`src/rtl/core/lbct_pkg.sv`:
```
// Package for the LRU block cache tag engine: field widths, opcodes and the
// request, result and tag-entry structs. No dependencies.
package lbct_pkg;

    localparam int DRIVE_W     = 2;
    localparam int PAGE_W      = 45;
    localparam int STAMP_W     = 64;
    localparam int CNT_W       = 32;
    localparam int SLOT_W      = 6;
    localparam int ENTRIES_DEF = 64;

    localparam logic OP_LOOKUP = 1'b0;
    localparam logic OP_INVAL  = 1'b1;

    typedef struct packed {
        logic               opcode;
        logic [DRIVE_W-1:0] drive;
        logic [PAGE_W-1:0]  page;
        logic               fill_ok;
    } req_t;

    typedef struct packed {
        logic               hit;
        logic [SLOT_W-1:0]  slot;
        logic               filled;
        logic               evicted;
        logic               failed;
        logic [CNT_W-1:0]   hit_total;
        logic [CNT_W-1:0]   miss_total;
        logic [CNT_W-1:0]   evict_total;
    } rsp_t;

    typedef struct packed {
        logic               valid;
        logic [DRIVE_W-1:0] drive;
        logic [PAGE_W-1:0]  page;
        logic [STAMP_W-1:0] stamp;
    } entry_t;

endpackage

```
`src/rtl/core/lbct_cell.sv`:
```
// One tag cell of the rotating entry ring: holds a valid bit, drive, page
// and stamp, and takes its neighbor's entry when the ring shifts. Uses lbct_pkg.
module lbct_cell
    import lbct_pkg::*;
(
    input  logic   clk,
    input  logic   rst_n,
    input  logic   shift,
    input  entry_t din,
    output entry_t dout
);

    logic               valid_reg;
    logic [DRIVE_W-1:0] drive_reg;
    logic [PAGE_W-1:0]  page_reg;
    logic [STAMP_W-1:0] stamp_reg;

    always_ff @(posedge clk or negedge rst_n)
    begin
        if (!rst_n)
        begin
            valid_reg <= 1'b0;
            drive_reg <= '0;
        end
        else if (shift)
        begin
            valid_reg <= din.valid;
            drive_reg <= din.drive;
        end
    end

    // Page and stamp are only ever looked at for valid entries.
    always_ff @(posedge clk)
    begin
        if (shift)
        begin
            page_reg  <= din.page;
            stamp_reg <= din.stamp;
        end
    end

    assign dout.valid = valid_reg;
    assign dout.drive = drive_reg;
    assign dout.page  = page_reg;
    assign dout.stamp = stamp_reg;

endmodule

```
`src/rtl/core/lru_block_cache_tags.sv`:
```
// Top level of the LRU block cache tag engine: controller and the ring of
// lbct_cell entries. Uses lbct_pkg.
//
// A lookup runs a scan turn and an update turn before the done strobe, an
// invalidate only the scan turn. The entries sit in a ring of cells
// that rotates by one place per cycle past a single compare point at cell 0:
// the first full turn finds the hit, or the first free entry, or the entry
// with the oldest stamp (lowest index on ties), and invalidates by drive;
// the second turn writes the chosen entry back as it passes. busy stays high
// for the whole transaction. The result appears for exactly one cycle with
// done high and is not held, so the receiver must take it in that cycle.
// There is no clearing pass after reset.
module lru_block_cache_tags
    import lbct_pkg::*;
#(
    parameter int ENTRIES = ENTRIES_DEF
)
(
    input  logic clk,
    input  logic rst_n,
    input  logic start,
    output logic busy,
    input  req_t req,
    output logic done,
    output rsp_t rsp
);

    localparam int IW = (ENTRIES > 1) ? $clog2(ENTRIES) : 1;
    localparam logic [IW-1:0] LAST_IDX = IW'(ENTRIES - 1);

    localparam logic [1:0] ST_IDLE   = 2'd0;
    localparam logic [1:0] ST_SCAN   = 2'd1;
    localparam logic [1:0] ST_UPDATE = 2'd2;

    logic [1:0]          state_reg, state_next;
    logic [IW-1:0]       idx_reg, idx_next;
    logic                found_reg, found_next;
    logic [IW-1:0]       hit_idx_reg, hit_idx_next;
    logic                free_reg, free_next;
    logic [IW-1:0]       vic_idx_reg, vic_idx_next;
    logic [STAMP_W-1:0]  best_reg, best_next;
    logic                evict_flag_reg, evict_flag_next;
    logic [STAMP_W-1:0]  use_clock_reg, use_clock_next;
    logic [CNT_W-1:0]    hit_cnt_reg, hit_cnt_next;
    logic [CNT_W-1:0]    miss_cnt_reg, miss_cnt_next;
    logic [CNT_W-1:0]    evict_cnt_reg, evict_cnt_next;
    logic                done_reg, done_next;
    req_t                req_reg, req_next;
    rsp_t                rsp_reg, rsp_next;

    entry_t              ring [ENTRIES];
    entry_t              head;
    entry_t              wb;
    logic                shift;
    logic                last;
    logic                accept;
    logic                finish;
    logic                at_target;
    logic                match;
    logic [IW-1:0]       target;
    logic [STAMP_W-1:0]  new_stamp;

    assign head      = ring[0];
    assign shift     = (state_reg == ST_SCAN) || (state_reg == ST_UPDATE);
    assign last      = (idx_reg == LAST_IDX);
    assign accept    = start && (state_reg == ST_IDLE);
    assign target    = found_reg ? hit_idx_reg : vic_idx_reg;
    assign at_target = (state_reg == ST_UPDATE) && (idx_reg == target);
    assign new_stamp = use_clock_reg + STAMP_W'(1);
    assign match     = head.valid && (head.page == req_reg.page)
                       && (head.drive == req_reg.drive);
    assign finish    = last && (((state_reg == ST_SCAN) && (req_reg.opcode == OP_INVAL))
                       || (state_reg == ST_UPDATE));

    for (genvar i = 0; i < ENTRIES; i++)
    begin : g_cell
        entry_t cell_in;
        if (i == ENTRIES - 1)
        begin : g_tail
            assign cell_in = wb;
        end
        else
        begin : g_mid
            assign cell_in = ring[i+1];
        end
        lbct_cell u_cell (
            .clk   (clk),
            .rst_n (rst_n),
            .shift (shift),
            .din   (cell_in),
            .dout  (ring[i])
        );
    end

    // Entry written back into the tail of the ring as the head moves on.
    always_comb
    begin
        wb = head;
        if ((state_reg == ST_SCAN) && (req_reg.opcode == OP_INVAL)
            && (head.drive == req_reg.drive))
        begin
            wb.valid = 1'b0;
        end
        if (at_target)
        begin
            if (found_reg)
            begin
                wb.stamp = new_stamp;
            end
            else if (req_reg.fill_ok)
            begin
                wb.valid = 1'b1;
                wb.drive = req_reg.drive;
                wb.page  = req_reg.page;
                wb.stamp = new_stamp;
            end
            else
            begin
                wb.valid = 1'b0;
            end
        end
    end

    always_comb
    begin
        state_next      = state_reg;
        idx_next        = idx_reg;
        found_next      = found_reg;
        hit_idx_next    = hit_idx_reg;
        free_next       = free_reg;
        vic_idx_next    = vic_idx_reg;
        best_next       = best_reg;
        evict_flag_next = evict_flag_reg;
        use_clock_next  = use_clock_reg;
        hit_cnt_next    = hit_cnt_reg;
        miss_cnt_next   = miss_cnt_reg;
        evict_cnt_next  = evict_cnt_reg;
        req_next        = req_reg;
        rsp_next        = rsp_reg;
        done_next       = 1'b0;

        case (state_reg)
            ST_IDLE:
            begin
                if (accept)
                begin
                    req_next        = req;
                    idx_next        = '0;
                    found_next      = 1'b0;
                    free_next       = 1'b0;
                    evict_flag_next = 1'b0;
                    state_next      = ST_SCAN;
                end
            end
            ST_SCAN:
            begin
                if (match && !found_reg)
                begin
                    found_next   = 1'b1;
                    hit_idx_next = idx_reg;
                end
                if (!free_reg)
                begin
                    if (!head.valid)
                    begin
                        free_next    = 1'b1;
                        vic_idx_next = idx_reg;
                    end
                    else if ((idx_reg == '0) || (head.stamp < best_reg))
                    begin
                        best_next    = head.stamp;
                        vic_idx_next = idx_reg;
                    end
                end
                idx_next = last ? '0 : idx_reg + IW'(1);
                if (last)
                begin
                    state_next = (req_reg.opcode == OP_INVAL) ? ST_IDLE : ST_UPDATE;
                end
            end
            ST_UPDATE:
            begin
                if (at_target)
                begin
                    if (found_reg)
                    begin
                        use_clock_next = new_stamp;
                        hit_cnt_next   = (hit_cnt_reg == '1) ? hit_cnt_reg
                                         : hit_cnt_reg + CNT_W'(1);
                    end
                    else
                    begin
                        if (head.valid)
                        begin
                            evict_flag_next = 1'b1;
                            evict_cnt_next  = (evict_cnt_reg == '1) ? evict_cnt_reg
                                              : evict_cnt_reg + CNT_W'(1);
                        end
                        if (req_reg.fill_ok)
                        begin
                            use_clock_next = new_stamp;
                            miss_cnt_next  = (miss_cnt_reg == '1) ? miss_cnt_reg
                                             : miss_cnt_reg + CNT_W'(1);
                        end
                    end
                end
                idx_next = last ? '0 : idx_reg + IW'(1);
                if (last)
                begin
                    state_next = ST_IDLE;
                end
            end
            default:
            begin
                state_next = ST_IDLE;
            end
        endcase

        if (finish)
        begin
            done_next = 1'b1;
            if (req_reg.opcode == OP_INVAL)
            begin
                rsp_next.hit     = 1'b0;
                rsp_next.slot    = '0;
                rsp_next.filled  = 1'b0;
                rsp_next.evicted = 1'b0;
                rsp_next.failed  = 1'b0;
            end
            else
            begin
                rsp_next.hit     = found_reg;
                rsp_next.slot    = SLOT_W'(target);
                rsp_next.filled  = !found_reg && req_reg.fill_ok;
                rsp_next.evicted = evict_flag_next;
                rsp_next.failed  = !found_reg && !req_reg.fill_ok;
            end
            rsp_next.hit_total   = hit_cnt_next;
            rsp_next.miss_total  = miss_cnt_next;
            rsp_next.evict_total = evict_cnt_next;
        end
    end

    always_ff @(posedge clk or negedge rst_n)
    begin
        if (!rst_n)
        begin
            state_reg      <= ST_IDLE;
            idx_reg        <= '0;
            found_reg      <= 1'b0;
            free_reg       <= 1'b0;
            evict_flag_reg <= 1'b0;
            use_clock_reg  <= '0;
            hit_cnt_reg    <= '0;
            miss_cnt_reg   <= '0;
            evict_cnt_reg  <= '0;
            done_reg       <= 1'b0;
        end
        else
        begin
            state_reg      <= state_next;
            idx_reg        <= idx_next;
            found_reg      <= found_next;
            free_reg       <= free_next;
            evict_flag_reg <= evict_flag_next;
            use_clock_reg  <= use_clock_next;
            hit_cnt_reg    <= hit_cnt_next;
            miss_cnt_reg   <= miss_cnt_next;
            evict_cnt_reg  <= evict_cnt_next;
            done_reg       <= done_next;
        end
    end

    always_ff @(posedge clk)
    begin
        req_reg     <= req_next;
        rsp_reg     <= rsp_next;
        hit_idx_reg <= hit_idx_next;
        vic_idx_reg <= vic_idx_next;
        best_reg    <= best_next;
    end

    assign busy = (state_reg != ST_IDLE);
    assign done = done_reg;
    assign rsp  = rsp_reg;

endmodule

```
`config.mk`:
```
export PLATFORM = sky130hd
export DESIGN_NAME = lru_block_cache_tags
export DESIGN_NICKNAME = d
export VERILOG_FILES = /design/src/rtl/core/lbct_pkg.sv /design/src/rtl/core/lbct_cell.sv /design/src/rtl/core/lru_block_cache_tags.sv
export SDC_FILE = /design/constraint.sdc
export NUM_CORES = 2
export LEC_CHECK = 0
export BUFFER_PORTS_ARGS = -buffer_cell sky130_fd_sc_hd__buf_4
export CORE_ASPECT_RATIO = 1.5
export CORE_MARGIN = 1
export CORE_UTILIZATION = 30
export DETAILED_ROUTE_END_ITERATION = 10
export PLACE_DENSITY = 0.44
export SETUP_SLACK_MARGIN = 0.5
export SLEW_MARGIN = 20
export SYNTH_ARGS = -nofsm -noshare
export SYNTH_HDL_FRONTEND = slang
export SYNTH_HIERARCHICAL = 1
export SYNTH_SLANG_ARGS = --single-unit
```
`constraint.sdc`:
```
create_clock -name clk -period 166.3 [get_ports clk]
set_input_delay 16.63 -clock clk [delete_from_list [all_inputs] [get_ports clk]]
set_output_delay 16.63 -clock clk [all_outputs]
set_load 0.02 [all_outputs]
```
==> impl_metrics.ini <==
[grt]
grt_usage = 0.09717
use_met1 = 0.1299
antenna_found_initial = 24
met3_usage = 0.01836
grt_pass1_vias = 89440
grt-busiest-layer = met2
grt_max_degree = 214
overflow = 0
grt_pass1_wl_um = 593600
grt_util_met2 = 0.1577

[logic_synthesis]
syn_avg_cell_area_um2 = 25.85
synth_cell_types = 70
yosysWarningCount = 6
yosys.area_share.adder = 0.003803
async_flop_share = 0.04808
ys_seq_elements = 7571
synthMuxAreaShare = 0.01180
syn-instance-count = 9165
synth_compound_area_frac = 0.004199
ys.flop_type = edfxtp_1
post_synth_and_or_nand_nor_area_fraction = 0.01421
synth_top_family_by_area = simple AND/OR/NAND/NOR gates
yosysSeqAreaShare = 0.9520
syn_area_um2 = 236900
syn_nets = 9289
synth-edff-count = 7207
synth-xor-area-share = 0.009280

[die]
dieArea_um2 = 793300
io_pins = 160
initial_core_util = 0.3011
core-area_um2 = 786800
die_x_um = 727.6
die_y_um = 1090
row_count = 399

[clock_network]
root_buffer = clkbuf_16
clkLatencyLatePin_ps = 1060
clock-sinks = 7571
cts_setup_buffers = 0
clk_pin_slew_ps = 60
htree_levels = 6
cts_made_buffers = 716
clockBufferDepth = 5
holdBufCountCts = 0
cts_tree = built
postCtsResizedCells = 0

[cells_and_area]
design_area_um2 = 274200
layout.nets = 10160
syn_to_final_growth_pct = 15.73
largest_reg_flops = 4096
drive_gt1_frac = 0.1452
fill_cells = 72060
utilization = 0.3485

[worst_setup_path]
reg2reg_slack_ps = 157070
slowest_delay_ps = 380
crit_arrival_ps = 2030
cp_slowest_cell = dfrtp_1
worst-path-buf-inv = 3
cp-end-kind = primary output
cpMostUsedCell = inv_1
critical_path_required_ps = 149670
worstSetupPathType = flip-flop to primary output
worstSetupStartpointType = flip-flop
cp_cell_sequence = inv_1 -> ha_4 -> inv_1 -> buf_4
worst_path_dominant_cell_family = buffers and inverters
cp_max_fo = 4

[route]
antenna_left = 0
vias_per_cell = 4.067
dr.first_iter.drc_count = 7533
routed-via-count = 85570
route.detailed.drc = 0
drt-wirelength-per-cell_um = 18.48
dr.pass1.iters = 7
routed_wirelength_um = 388700

[worst_hold_path]
holdCritPathClass = flip-flop to flip-flop

[sta]
worst_pin_slew_ps = 1144
setup_viol = 0
rsz0062_at_grt = no
clock_skew_ps = 85.95
min_period_ps = 18660
finalHoldViolCount = 0
fmax_mhz = 53.60
finalMaxSlewViolations = 0
setup-tns-final_ps = 0
maxSlewHeadroom = 0.2292
period_share = 0.1122

[placement]
place_hpwl_um = 210400
gp_congestion = 0.7478
io_buffer_count = 159
dpl_cell_area_um2 = 251600

[power]
p_per_area_nw_per_um2 = 20.93
leakage_nw = 91.62
ir_worst_vdd_v = 0.00001520

[run_status]
outcome = completed

[run]
maxCapViolCount = 0
## metal layers
metal	vias up	wire length [µm]
li1	38150	-
met1	44920	167500
met2	1692	190900
met3	802	17160
met4	4	13080
met5	-	32
## cells by family (layout without fill, tap and decap cells)
| family | after synthesis | in the layout |
|---|---|---|
| AOI/OAI and AO/OA | 167 | 167 |
| xor gates and xnor gates | 251 | 251 |
| adders and majority gates | 72 | 72 |
| buffers and inverters | 226 | 1673 |
| DFF | 7571 | 7571 |
| muxes | 249 | 249 |
| other | 0 | 3 |
| and+or+nand+nor | 629 | 629 |
## Yosys cell counts (6+ instances only)
cell type     n  share of area
nand4_1      51         0.0013
inv_1       102         0.0016
and4_1       17        0.00063
nor3b_1       6        0.00019
and3_1       25        0.00066
dfrtp_1     364          0.038
nor3_1       78         0.0016
a21oi_1      46        0.00097
edfxtp_1   7207           0.91
mux2_2      242          0.012
a31oi_1       6        0.00016
nor2_1       83         0.0013
nor4_1       40         0.0011
nand2b_1      6        0.00016
buf_1         6       0.000095
clkbuf_1     40        0.00063
nand2_1     167         0.0026
o31ai_1       6        0.00019
xnor2_1      99         0.0037
or3_1        10        0.00026
mux2i_1       7        0.00030
xor2_1      152         0.0056
buf_4        65         0.0021
and2_1       10        0.00026
buf_2        11        0.00023
ha_1         72         0.0038
o21ai_0      71         0.0015
nand3_1      85         0.0018
nor4_2       16        0.00085
## metrics by stage
step / hold slack [ps] / instances / setup slack (ps) / power, W
after global routing: 351.2 / 21040 / 147550 / 0.006034
after global placement: 400.1 / 19740 / 147240 / 0.004206
after detailed placement: 404.5 / 19740 / 147090 / 0.004214
after CTS: 335.4 / 21040 / 147550 / 0.005869
final: 344.8 / 21040 / 147650 / 0.005738
after floorplan: 400.3 / 9165 / 65020 / 0.006866
## where the power goes
group	switching, W	internal [W]	total (W)
registers	0.000305	0.00341	0.00371
clock network	0.000690	0.000894	0.00158
logic	0.000393	0.0000481	0.000441
## worst register-to-register path: stages, from the launching register on
cell     delay, ps
dfrtp_1        380
inv_1          110
ha_4           810
buf_4          780
buf_4          780
buf_4          800
buf_4          960
buf_4          930
buf_4          760
buf_4          770
buf_4          730
buf_4          930
## cells in the final DEF, fill, tap and decap left out, types with 5 or more instances in the layout
master,Yosys,final
bufinv_16,0,53
clkbuf_1,40,176
nor3_1,78,74
a21o_1,5,5
dfrtp_1,364,364
buf_6,1,13
edfxtp_1,7207,7207
nor3b_1,6,6
a21oi_1,46,46
inv_6,0,19
nand3_1,85,85
nor2_1,83,81
inv_1,102,101
clkbuf_16,0,732
clkinv_8,0,11
xor2_1,152,137
buf_12,0,7
mux2i_1,7,7
o21ai_0,71,68
nand2b_1,6,6
and2_1,10,10
clkinv_4,0,7
ha_1,72,71
xor2_2,0,15
nor3_2,1,5
a31oi_1,6,6
mux2_2,242,242
or3_1,10,10
o31ai_1,6,6
nand2_1,167,167
clkinvlp_4,0,12
xnor2_1,99,99
and4_1,17,17
nor4_1,40,40
clkinv_1,0,155
buf_4,65,255
nand4_1,51,51
and3_1,25,25
clkinv_2,0,116
nor4_2,16,16
## final cells by class
cell class,count,area (µm²),share of cell area
flip-flops and latches,7571,225500,0.8226
clock buffers,910,19010,0.06932
well taps,10430,13050,0.04758
multi-input cells,1368,10450,0.03812
clock inverters,382,3446,0.01257
repair buffers,279,2298,0.008383
inverters,102,387.9,0.001415
diodes,3,7.507,0.00002738
## final timing paths
path / start / end / cells after the start
setup / recovery: state_reg[1]$_DFFE_PN0P_ / busy / 4
hold / removal: g_cell[25].u_cell/stamp_reg[55]$_DFFE_PP_ / g_cell[24].u_cell/stamp_reg[55]$_DFFE_PP_ / 0
setup reg to reg: state_reg[1]$_DFFE_PN0P_ / g_cell[36].u_cell/page_reg[26]$_DFFE_PP_ / 11
hold reg to reg: g_cell[25].u_cell/stamp_reg[55]$_DFFE_PP_ / g_cell[24].u_cell/stamp_reg[55]$_DFFE_PP_ / 0
max in group asynchronous: rst_n / g_cell[29].u_cell/valid_reg$_DFFE_PN0P_ / 3
min in group asynchronous: rst_n / g_cell[1].u_cell/drive_reg[1]$_DFFE_PN0P_ / 1
No activity file was read; power rests on OpenSTA's default activity.
